--- config.mk ---
export PLATFORM = sky130hd
export DESIGN_NAME = pooled_linked_list_manager
export DESIGN_NICKNAME = d
export VERILOG_FILES = /design/src/design/pllm_pkg.sv /design/src/design/pllm_store.sv /design/src/design/pooled_linked_list_manager.sv
export VERILOG_INCLUDE_DIRS = /design/src /design/src/design
export SDC_FILE = /design/constraint.sdc
export NUM_CORES = 2
export LEC_CHECK = 0
export CAP_MARGIN = 20
export CORE_UTILIZATION = 29
export DETAILED_ROUTE_END_ITERATION = 16
export DONT_BUFFER_PORTS = 1
export PLACE_DENSITY = 0.52
export SLEW_MARGIN = 10
export SYNTH_ARGS = -nofsm -noshare
export SYNTH_HDL_FRONTEND = slang
export SYNTH_SLANG_ARGS = --single-unit
--- constraint.sdc ---
create_clock -name clock -period 16.5 [get_ports clock]
set_input_delay 4.125 -clock clock [delete_from_list [all_inputs] [get_ports clock]]
set_output_delay 4.125 -clock clock [all_outputs]
set_load 0.1 [all_outputs]
--- src/design/pooled_linked_list_manager_defines.svh ---
// Assertion macros shared by the pooled linked list manager.
`ifndef POOLED_LINKED_LIST_MANAGER_DEFINES_SVH
`define POOLED_LINKED_LIST_MANAGER_DEFINES_SVH

// Same-cycle implication, switched off while reset is high.
`define PLLM_ASSERT_IMPLIES(label, clk, rst, ante, cons) \
   label: assert property (@(posedge clk) disable iff (rst) (ante) |-> (cons)) \
      else $error("pllm: same-cycle property failed");

// Next-cycle implication, switched off while reset is high.
`define PLLM_ASSERT_NEXT(label, clk, rst, ante, cons) \
   label: assert property (@(posedge clk) disable iff (rst) (ante) |=> (cons)) \
      else $error("pllm: next-cycle property failed");

`endif

--- src/design/pllm_pkg.sv ---
// Types, constants and codes of the pooled linked list manager.
package pllm_pkg;

   // Pool geometry. A link holds one more code than there are slots: the null link.
   localparam int POOL_SLOTS = 64;
   localparam int IDX_W      = $clog2(POOL_SLOTS);
   localparam int LINK_W     = $clog2(POOL_SLOTS + 1);
   localparam logic [LINK_W-1:0] NULL_LINK = LINK_W'(POOL_SLOTS);

   // Field widths of the request and response.
   localparam int TYPE_W      = 2;
   localparam int POS_W       = 6;
   localparam int DATA_W      = 32;
   localparam int STATUS_W    = 3;
   localparam int REQ_TDATA_W = ((POS_W + DATA_W + 7) / 8) * 8;
   localparam int RSP_TDATA_W = ((DATA_W + STATUS_W + 7) / 8) * 8;

   // Request kinds.
   typedef enum logic [TYPE_W-1:0] {
      REQ_APPEND = 2'd0,
      REQ_REMOVE = 2'd1,
      REQ_READ   = 2'd2,
      REQ_WRITE  = 2'd3
   } req_kind_type;

   // Response status codes.
   localparam logic [STATUS_W-1:0] ST_OK           = 3'd0;
   localparam logic [STATUS_W-1:0] ST_HEAD_FILLED  = 3'd1;
   localparam logic [STATUS_W-1:0] ST_LAST_REMOVED = 3'd2;
   localparam logic [STATUS_W-1:0] ST_HEAD_REFUSED = 3'd3;
   localparam logic [STATUS_W-1:0] ST_POOL_FULL    = 3'd4;
   localparam logic [STATUS_W-1:0] ST_BEYOND_END   = 3'd5;

   // One slot of the pool as held in memory.
   typedef struct packed {
      logic [DATA_W-1:0] value;
      logic [LINK_W-1:0] link;
   } slot_type;

   // Write port of the slot store.
   typedef struct packed {
      logic             en;
      logic [IDX_W-1:0] addr;
      slot_type         slot;
   } slot_wr_type;

   // Read port of the slot store.
   typedef struct packed {
      logic             en;
      logic [IDX_W-1:0] addr;
   } slot_rd_type;

endpackage

--- src/design/pllm_store.sv ---
// Slot store: data word and next link of every pool slot, with per-slot written flags.
module pllm_store import pllm_pkg::*; (
   input  logic        clock,
   input  logic        reset,
   input  slot_rd_type rd,
   input  slot_wr_type wr,
   output slot_type    rd_slot
);

   slot_type               slot_mem [POOL_SLOTS];
   slot_type               rd_data_ff;
   logic [POOL_SLOTS-1:0]  written_ff;
   logic [POOL_SLOTS-1:0]  written_in;
   logic                   rd_written_ff;
   logic                   rd_written_in;

   // The memory itself: one write and one registered read per cycle.
   always_ff @(posedge clock) begin
      if (wr.en) begin
         slot_mem[wr.addr] <= wr.slot;
      end
      if (rd.en) begin
         rd_data_ff <= slot_mem[rd.addr];
      end
   end

   // A slot counts as written once any write has reached it since reset.
   always_comb begin
      written_in = written_ff;
      if (wr.en) begin
         written_in[wr.addr] = 1'b1;
      end
      rd_written_in = rd.en ? written_ff[rd.addr] : rd_written_ff;
   end

   always_ff @(posedge clock) begin
      if (reset) begin
         written_ff    <= '0;
         rd_written_ff <= 1'b0;
      end else begin
         written_ff    <= written_in;
         rd_written_ff <= rd_written_in;
      end
   end

   // A slot never written reads as its reset contents: zero data, null link.
   assign rd_slot = rd_written_ff ? rd_data_ff : slot_type'{value: '0, link: NULL_LINK};

endmodule

--- src/design/pooled_linked_list_manager.sv ---
// Top level of the pooled linked list manager: request sequencer and response register.
//
// One singly linked list lives in a pool of POOL_SLOTS slots held in a single
// memory with a registered read; slot 0 is always the head. A request is taken
// only while the sequencer is idle, but a finished response may still be
// waiting on rsp_tready when the next request is taken. Every step of a walk
// is one read of the slot memory. A read, write or remove at position p walks
// from the head towards p and stops early at the tail, and a remove at
// position zero is refused without a walk. An append to an empty list writes
// the head directly; any other append first scans the used flags one slot per
// cycle from slot 1 up to the first free slot, then walks the whole list to
// its tail, and a full pool is reported once the scan reaches the last slot.
// A finished result also waits until the previous response has been taken on
// rsp_tready. No clearing pass is needed after reset.
`include "pooled_linked_list_manager_defines.svh"

module pooled_linked_list_manager import pllm_pkg::*; (
   input  logic                   clock,
   input  logic                   reset,
   // Requests
   input  logic                   req_tvalid,
   output logic                   req_tready,
   input  logic [REQ_TDATA_W-1:0] req_tdata,   // [5:0] position, [37:6] value, rest zero
   input  logic [TYPE_W-1:0]      req_tuser,   // [1:0] req_type
   // Responses
   output logic                   rsp_tvalid,
   input  logic                   rsp_tready,
   output logic [RSP_TDATA_W-1:0] rsp_tdata    // [31:0] read_data, [34:32] status, rest zero
);

   localparam int RSP_PAD_W = RSP_TDATA_W - DATA_W - STATUS_W;

   typedef enum logic [4:0] {
      ST_IDLE   = 5'b00001,
      ST_APPEND = 5'b00010,
      ST_SCAN   = 5'b00100,
      ST_WALK   = 5'b01000,
      ST_RESULT = 5'b10000
   } state_type;

   state_type             state_ff, state_in;
   req_kind_type          op_ff, op_in;
   logic [POS_W-1:0]      left_ff, left_in;
   logic [DATA_W-1:0]     value_ff, value_in;
   logic [IDX_W-1:0]      cur_ff, cur_in;
   logic [IDX_W-1:0]      prev_ff, prev_in;
   logic [DATA_W-1:0]     prev_val_ff, prev_val_in;
   logic [LINK_W-1:0]     steps_ff, steps_in;
   logic [IDX_W-1:0]      free_ff, free_in;
   logic [IDX_W-1:0]      scan_ff, scan_in;
   logic [DATA_W-1:0]     res_data_ff, res_data_in;
   logic [STATUS_W-1:0]   res_status_ff, res_status_in;
   logic [POOL_SLOTS-1:0] used_ff, used_in;
   logic                  rsp_tvalid_ff, rsp_tvalid_in;
   logic [DATA_W-1:0]     rsp_data_ff, rsp_data_in;
   logic [STATUS_W-1:0]   rsp_status_ff, rsp_status_in;

   slot_rd_type           rd;
   slot_wr_type           wr;
   slot_type              rd_slot;
   logic                  rd_en;
   logic                  req_accept;
   logic [POS_W-1:0]      req_pos;
   logic [DATA_W-1:0]     req_value;
   logic                  link_ok;
   logic                  step_ok;

   pllm_store u_store (
      .clock   (clock),
      .reset   (reset),
      .rd      (rd),
      .wr      (wr),
      .rd_slot (rd_slot)
   );

   assign req_tready = (state_ff == ST_IDLE);
   assign req_accept = req_tvalid && req_tready;
   assign req_pos    = req_tdata[POS_W-1:0];
   assign req_value  = req_tdata[POS_W+DATA_W-1:POS_W];
   assign rd_en      = rd.en;

   // A walk goes on while the slot just read has a real successor and the
   // target (a position, or the tail for an append) is not yet reached.
   assign link_ok = (rd_slot.link < LINK_W'(POOL_SLOTS));
   assign step_ok = ((op_ff == REQ_APPEND) || (left_ff != '0))
                    && (steps_ff < LINK_W'(POOL_SLOTS)) && link_ok;

   // Sequencer.
   always_comb begin
      state_in      = state_ff;
      op_in         = op_ff;
      left_in       = left_ff;
      value_in      = value_ff;
      cur_in        = cur_ff;
      prev_in       = prev_ff;
      prev_val_in   = prev_val_ff;
      steps_in      = steps_ff;
      free_in       = free_ff;
      scan_in       = scan_ff;
      res_data_in   = res_data_ff;
      res_status_in = res_status_ff;
      used_in       = used_ff;
      rsp_tvalid_in = rsp_tvalid_ff && !rsp_tready;
      rsp_data_in   = rsp_data_ff;
      rsp_status_in = rsp_status_ff;
      rd            = '{en: 1'b0, addr: '0};
      wr            = '{en: 1'b0, addr: '0, slot: '{value: '0, link: NULL_LINK}};

      case (state_ff)
         ST_IDLE: begin
            if (req_accept) begin
               op_in         = req_kind_type'(req_tuser);
               left_in       = req_pos;
               value_in      = req_value;
               cur_in        = '0;
               prev_in       = '0;
               prev_val_in   = '0;
               steps_in      = '0;
               res_data_in   = '0;
               res_status_in = ST_OK;
               if (req_kind_type'(req_tuser) == REQ_APPEND) begin
                  state_in = ST_APPEND;
               end else if ((req_kind_type'(req_tuser) == REQ_REMOVE) && (req_pos == '0)) begin
                  res_status_in = ST_HEAD_REFUSED;
                  state_in      = ST_RESULT;
               end else begin
                  rd       = '{en: 1'b1, addr: '0};
                  state_in = ST_WALK;
               end
            end
         end

         // An empty list takes the value straight into the head; else the scan starts.
         ST_APPEND: begin
            if (!used_ff[0]) begin
               wr            = '{en: 1'b1, addr: '0, slot: '{value: value_ff, link: NULL_LINK}};
               used_in[0]    = 1'b1;
               res_status_in = ST_HEAD_FILLED;
               state_in      = ST_RESULT;
            end else begin
               scan_in  = IDX_W'(1);
               state_in = ST_SCAN;
            end
         end

         // Look for the lowest free slot, one flag per cycle; on a hit the new slot
         // is written at once and the walk starts; a miss at the last slot means pool full.
         ST_SCAN: begin
            if (!used_ff[scan_ff]) begin
               wr               = '{en: 1'b1, addr: scan_ff,
                                    slot: '{value: value_ff, link: NULL_LINK}};
               used_in[scan_ff] = 1'b1;
               free_in          = scan_ff;
               rd               = '{en: 1'b1, addr: '0};
               state_in         = ST_WALK;
            end else if (scan_ff == IDX_W'(POOL_SLOTS - 1)) begin
               res_status_in = ST_POOL_FULL;
               state_in      = ST_RESULT;
            end else begin
               scan_in = scan_ff + IDX_W'(1);
            end
         end

         // The slot at cur_ff is on the read port this cycle.
         ST_WALK: begin
            if (step_ok) begin
               prev_in     = cur_ff;
               prev_val_in = rd_slot.value;
               cur_in      = rd_slot.link[IDX_W-1:0];
               steps_in    = steps_ff + LINK_W'(1);
               if (op_ff != REQ_APPEND) begin
                  left_in = left_ff - POS_W'(1);
               end
               rd = '{en: 1'b1, addr: rd_slot.link[IDX_W-1:0]};
            end else begin
               state_in = ST_RESULT;
               case (op_ff)
                  REQ_READ: begin
                     res_data_in = rd_slot.value;
                  end
                  REQ_WRITE: begin
                     wr = '{en: 1'b1, addr: cur_ff,
                            slot: '{value: value_ff, link: rd_slot.link}};
                  end
                  REQ_APPEND: begin
                     // Link the freshly filled slot after the tail.
                     wr = '{en: 1'b1, addr: cur_ff,
                            slot: '{value: rd_slot.value, link: LINK_W'(free_ff)}};
                  end
                  REQ_REMOVE: begin
                     if ((left_ff != '0) || (cur_ff == '0)) begin
                        res_status_in = ST_BEYOND_END;
                     end else begin
                        used_in[cur_ff] = 1'b0;
                        wr = '{en: 1'b1, addr: prev_ff,
                               slot: '{value: prev_val_ff,
                                       link: link_ok ? rd_slot.link : NULL_LINK}};
                        res_status_in = link_ok ? ST_OK : ST_LAST_REMOVED;
                     end
                  end
                  default: begin
                     res_status_in = ST_OK;
                  end
               endcase
            end
         end

         // Hand the result to the response register once it is free.
         ST_RESULT: begin
            if (!rsp_tvalid_ff || rsp_tready) begin
               rsp_tvalid_in = 1'b1;
               rsp_data_in   = res_data_ff;
               rsp_status_in = res_status_ff;
               state_in      = ST_IDLE;
            end
         end

         default: begin
            state_in = ST_IDLE;
         end
      endcase
   end

   // Control state.
   always_ff @(posedge clock) begin
      if (reset) begin
         state_ff      <= ST_IDLE;
         used_ff       <= '0;
         rsp_tvalid_ff <= 1'b0;
      end else begin
         state_ff      <= state_in;
         used_ff       <= used_in;
         rsp_tvalid_ff <= rsp_tvalid_in;
      end
   end

   // Working registers and response payload.
   always_ff @(posedge clock) begin
      op_ff         <= op_in;
      left_ff       <= left_in;
      value_ff      <= value_in;
      cur_ff        <= cur_in;
      prev_ff       <= prev_in;
      prev_val_ff   <= prev_val_in;
      steps_ff      <= steps_in;
      free_ff       <= free_in;
      scan_ff       <= scan_in;
      res_data_ff   <= res_data_in;
      res_status_ff <= res_status_in;
      rsp_data_ff   <= rsp_data_in;
      rsp_status_ff <= rsp_status_in;
   end

   assign rsp_tvalid = rsp_tvalid_ff;
   assign rsp_tdata  = {{RSP_PAD_W{1'b0}}, rsp_status_ff, rsp_data_ff};

   // Checks on the sequencer.
   `PLLM_ASSERT_NEXT(a_head_stays_used, clock, reset, used_ff[0], used_ff[0])
   `PLLM_ASSERT_NEXT(a_accept_leaves_idle, clock, reset, req_accept, state_ff != ST_IDLE)
   `PLLM_ASSERT_IMPLIES(a_walk_has_read, clock, reset, state_ff == ST_WALK, $past(rd_en))
   `PLLM_ASSERT_IMPLIES(a_data_only_for_read, clock, reset, (state_ff == ST_RESULT) && (op_ff != REQ_READ), res_data_ff == '0)

endmodule

==> reports/qor.yml <==
ys_warn_count: 0
synthMuxAreaShare: 0.0299
cts.clk_slew.worst_paths_ns: 0.06
io_buffers: 0
die_area_um2: 388000
row_count: 227
wl_per_cell_um: 28.0
grt_max_degree: 150
globalplace.congestion: 0.801
cts_resized: 0
power_density_nw_per_um2: 118
post-cts-setup-buffer-count: 0
synthFlopType: "edfxtp_1"
worst_pin_slew_ns: 1.29
grt_usage: 0.176
fin_skew_ns: 0.0688
first_global_vias: 67100
p_total_uw: 15100
hold_viol: 0
area_delta_synth_final_pct: 14.4
synth_fa_ha_area_frac: 0.000336
period_minus_slack_ns: 6.68
cts_tree: "yes"
clk_latency_ns: 0.97
ys_seq_elements: 2843
numCtsBuffers: 316
syn_area_um2: 112000
critPathKind: "flop to output pin"
synth-async-reset-ratio: 0
critPathRequiredTime_ns: 12.38
cp_max_fo: 6
nNetsFinal: 7481
max_freq_mhz: 150
synthSimpleGateAreaFrac: 0.0736
whs_ns: 0.411
grt_overflow_total: 0
leakagePower_uw: 0.0381
cts_buffer_depth: 4
antenna_found_initial: 17
synth.distinct_cells: 96
synthXorXnorAreaFrac: 0.000941
boundaryPins: 88
start_util: 0.292
synth_edf_count: 2708
setup_ws_ns: 9.82
synthCells: 7470
critPathLaunchType: "flop"
place_ws_ns: 9.86
irDropWorstVdd_v: 0.0000915
setup_tns_ns: 0
synth_area_leaders: "edfxtp_1, o221ai_1, nand2_1, mux2i_1, dfxtp_1"
drtIter0Drc: 8776
synth_top_area_frac: 0.728
vias: 70000
coreArea_um2: 383000
die_h_um: 623
drc: 0
synth_compound_area_frac: 0.116
fin_crit_sh: 0.405
rsz0062_at_grt: "no"
holdBufCountCts: 0
setup_violations: 0
cts-root-buf: "clkbuf_16"
outcome: "complete, no violations"
dr.pass1.iters: 6
relSlewSlack: 0.134
dpl.hpwl_mm: 183
min-delay-path-class: "flop to flop"
totalWireLength_mm: 355
ys_seq_area_frac: 0.752
die_w_um: 623
layout-drive-gt1-share: 0.112
avgViaCountPerCell: 5.52
synth_top_family_by_area: "compound AO/OA/AOI/OAI gates"
finalMaxSlewViolations: 0
maxCapViolations: 0
cts.sinks: 2843
nFillCells: 36700
synth_top_area_cell: "edfxtp_1"
grt_pass1_wl_mm: 499
crit_arrival_ns: 2.56
syn_avg_cell_area_um2: 15.0
htreeDepth: 5
end_kind: "output pin"
ant_nets: 0
==> power by group <==
part	internal, uW	total [uW]	switching [uW]
sequential	7990	8050	63.7
clock	3800	6560	2760
combinational	93.5	508	415
total	11900	15100	3240
==> state kept, by name (all words and copies together) (netlist names) <==
signal and flops:
cur_ff 6, rsp_data_ff 32, rsp_status_ff 3, scan_ff 6, u_store.slot_mem 2496, steps_ff 7
u_store.written_ff 64, value_ff 32, rsp_tvalid 1, res_data_ff 32, state_ff 5, prev_ff 6
used_ff 64, prev_val_ff 32, u_store.rd_data_ff 39, u_store.rd_written_ff 1, op_ff 2, free_ff 6
left_ff 6, res_status_ff 3
==> area by class of cell <==
cell class | instances | area [um^2] | share of cell area
flip-flops and latches | 2843 | 84000 | 0.658
multi-input cells | 3952 | 25800 | 0.202
clock buffers | 385 | 8220 | 0.0643
well taps | 5038 | 6300 | 0.0493
repair buffers | 240 | 1940 | 0.0152
clock inverters | 151 | 1190 | 0.00933
inverters | 79 | 302 | 0.00236
diodes | 3 | 7.51 | 0.0000588
==> metal layers <==
metal	vias up	routed length (um)	track usage
met4	2	6880	0.0408
li1	29700	-	-
met3	458	31100	0.0332
met1	36500	152000	0.246
met2	3372	165000	0.283
met5	-	13	0
==> logic make-up after synthesis <==
group / after synthesis
other cells: 1
xor+xnor: 12
flops: 2843
mux: 321
compound gates: 1796
buf+inv: 679
simple gates: 1815
fa+ha+maj: 3
==> critical path: stages, from the launching register on <==
cell	delay, ns
dfxtp_1	0.36
nor3_1	0.30
nand3b_1	0.21
inv_1	0.73
==> through the flow <==
stage                util  instances  cell area [um^2]
detailed placement  0.309      12100            118000
finish              0.334      12700            128000
global placement    0.309      12100            118000
floorplan               -       7474            112000
CTS                 0.334      12700            128000
global route        0.334      12700            128000
==> cell usage after synthesis, drive strengths merged (16+ instances only) <==
cell type,number
a211oi,44
a21oi,208
nand2,922
a22oi,24
and4,17
o22ai,106
clkbuf,400
o211ai,28
nor3,33
edfxtp,2708
mux2,22
dfxtp,135
a32o,46
nor4,23
nand2b,16
buf,200
a311oi,31
nor2,180
inv,77
nand3,438
a31oi,218
a32oi,24
o221ai,613
o21ai,304
and3,94
mux2i,291
==> worst paths after layout <==
| path | startpoint | end | slack (ns) | cells past startpoint |
|---|---|---|---|---|
| worst max-delay path | state_ff[1] | req_tready | 9.82 | 3 |
| worst min-delay path | res_status_ff[2] | rsp_status_ff[2] | 0.41 | 0 |
| worst max register to register | left_ff[0] | u_store.rd_data_ff[4] | 9.93 | 12 |
| worst min register to register | res_status_ff[2] | rsp_status_ff[2] | 0.41 | 0 |
==> cell usage in the layout (no fill, tap or decap), types with 71 or more instances in the layout <==
cell,synthesis,final
a31oi_1,218,218
o221ai_1,613,613
nand3_1,438,434
clkbuf_16,0,318
mux2i_1,291,291
o21ai_0,294,262
buf_4,43,223
o22ai_1,103,103
nand2_1,922,919
inv_1,77,75
nor2_1,179,104
nor2_4,0,71
and3_1,94,94
dfxtp_1,135,134
a21oi_1,207,207
edfxtp_1,2708,2708
No activity file was read; power rests on OpenSTA's default activity.
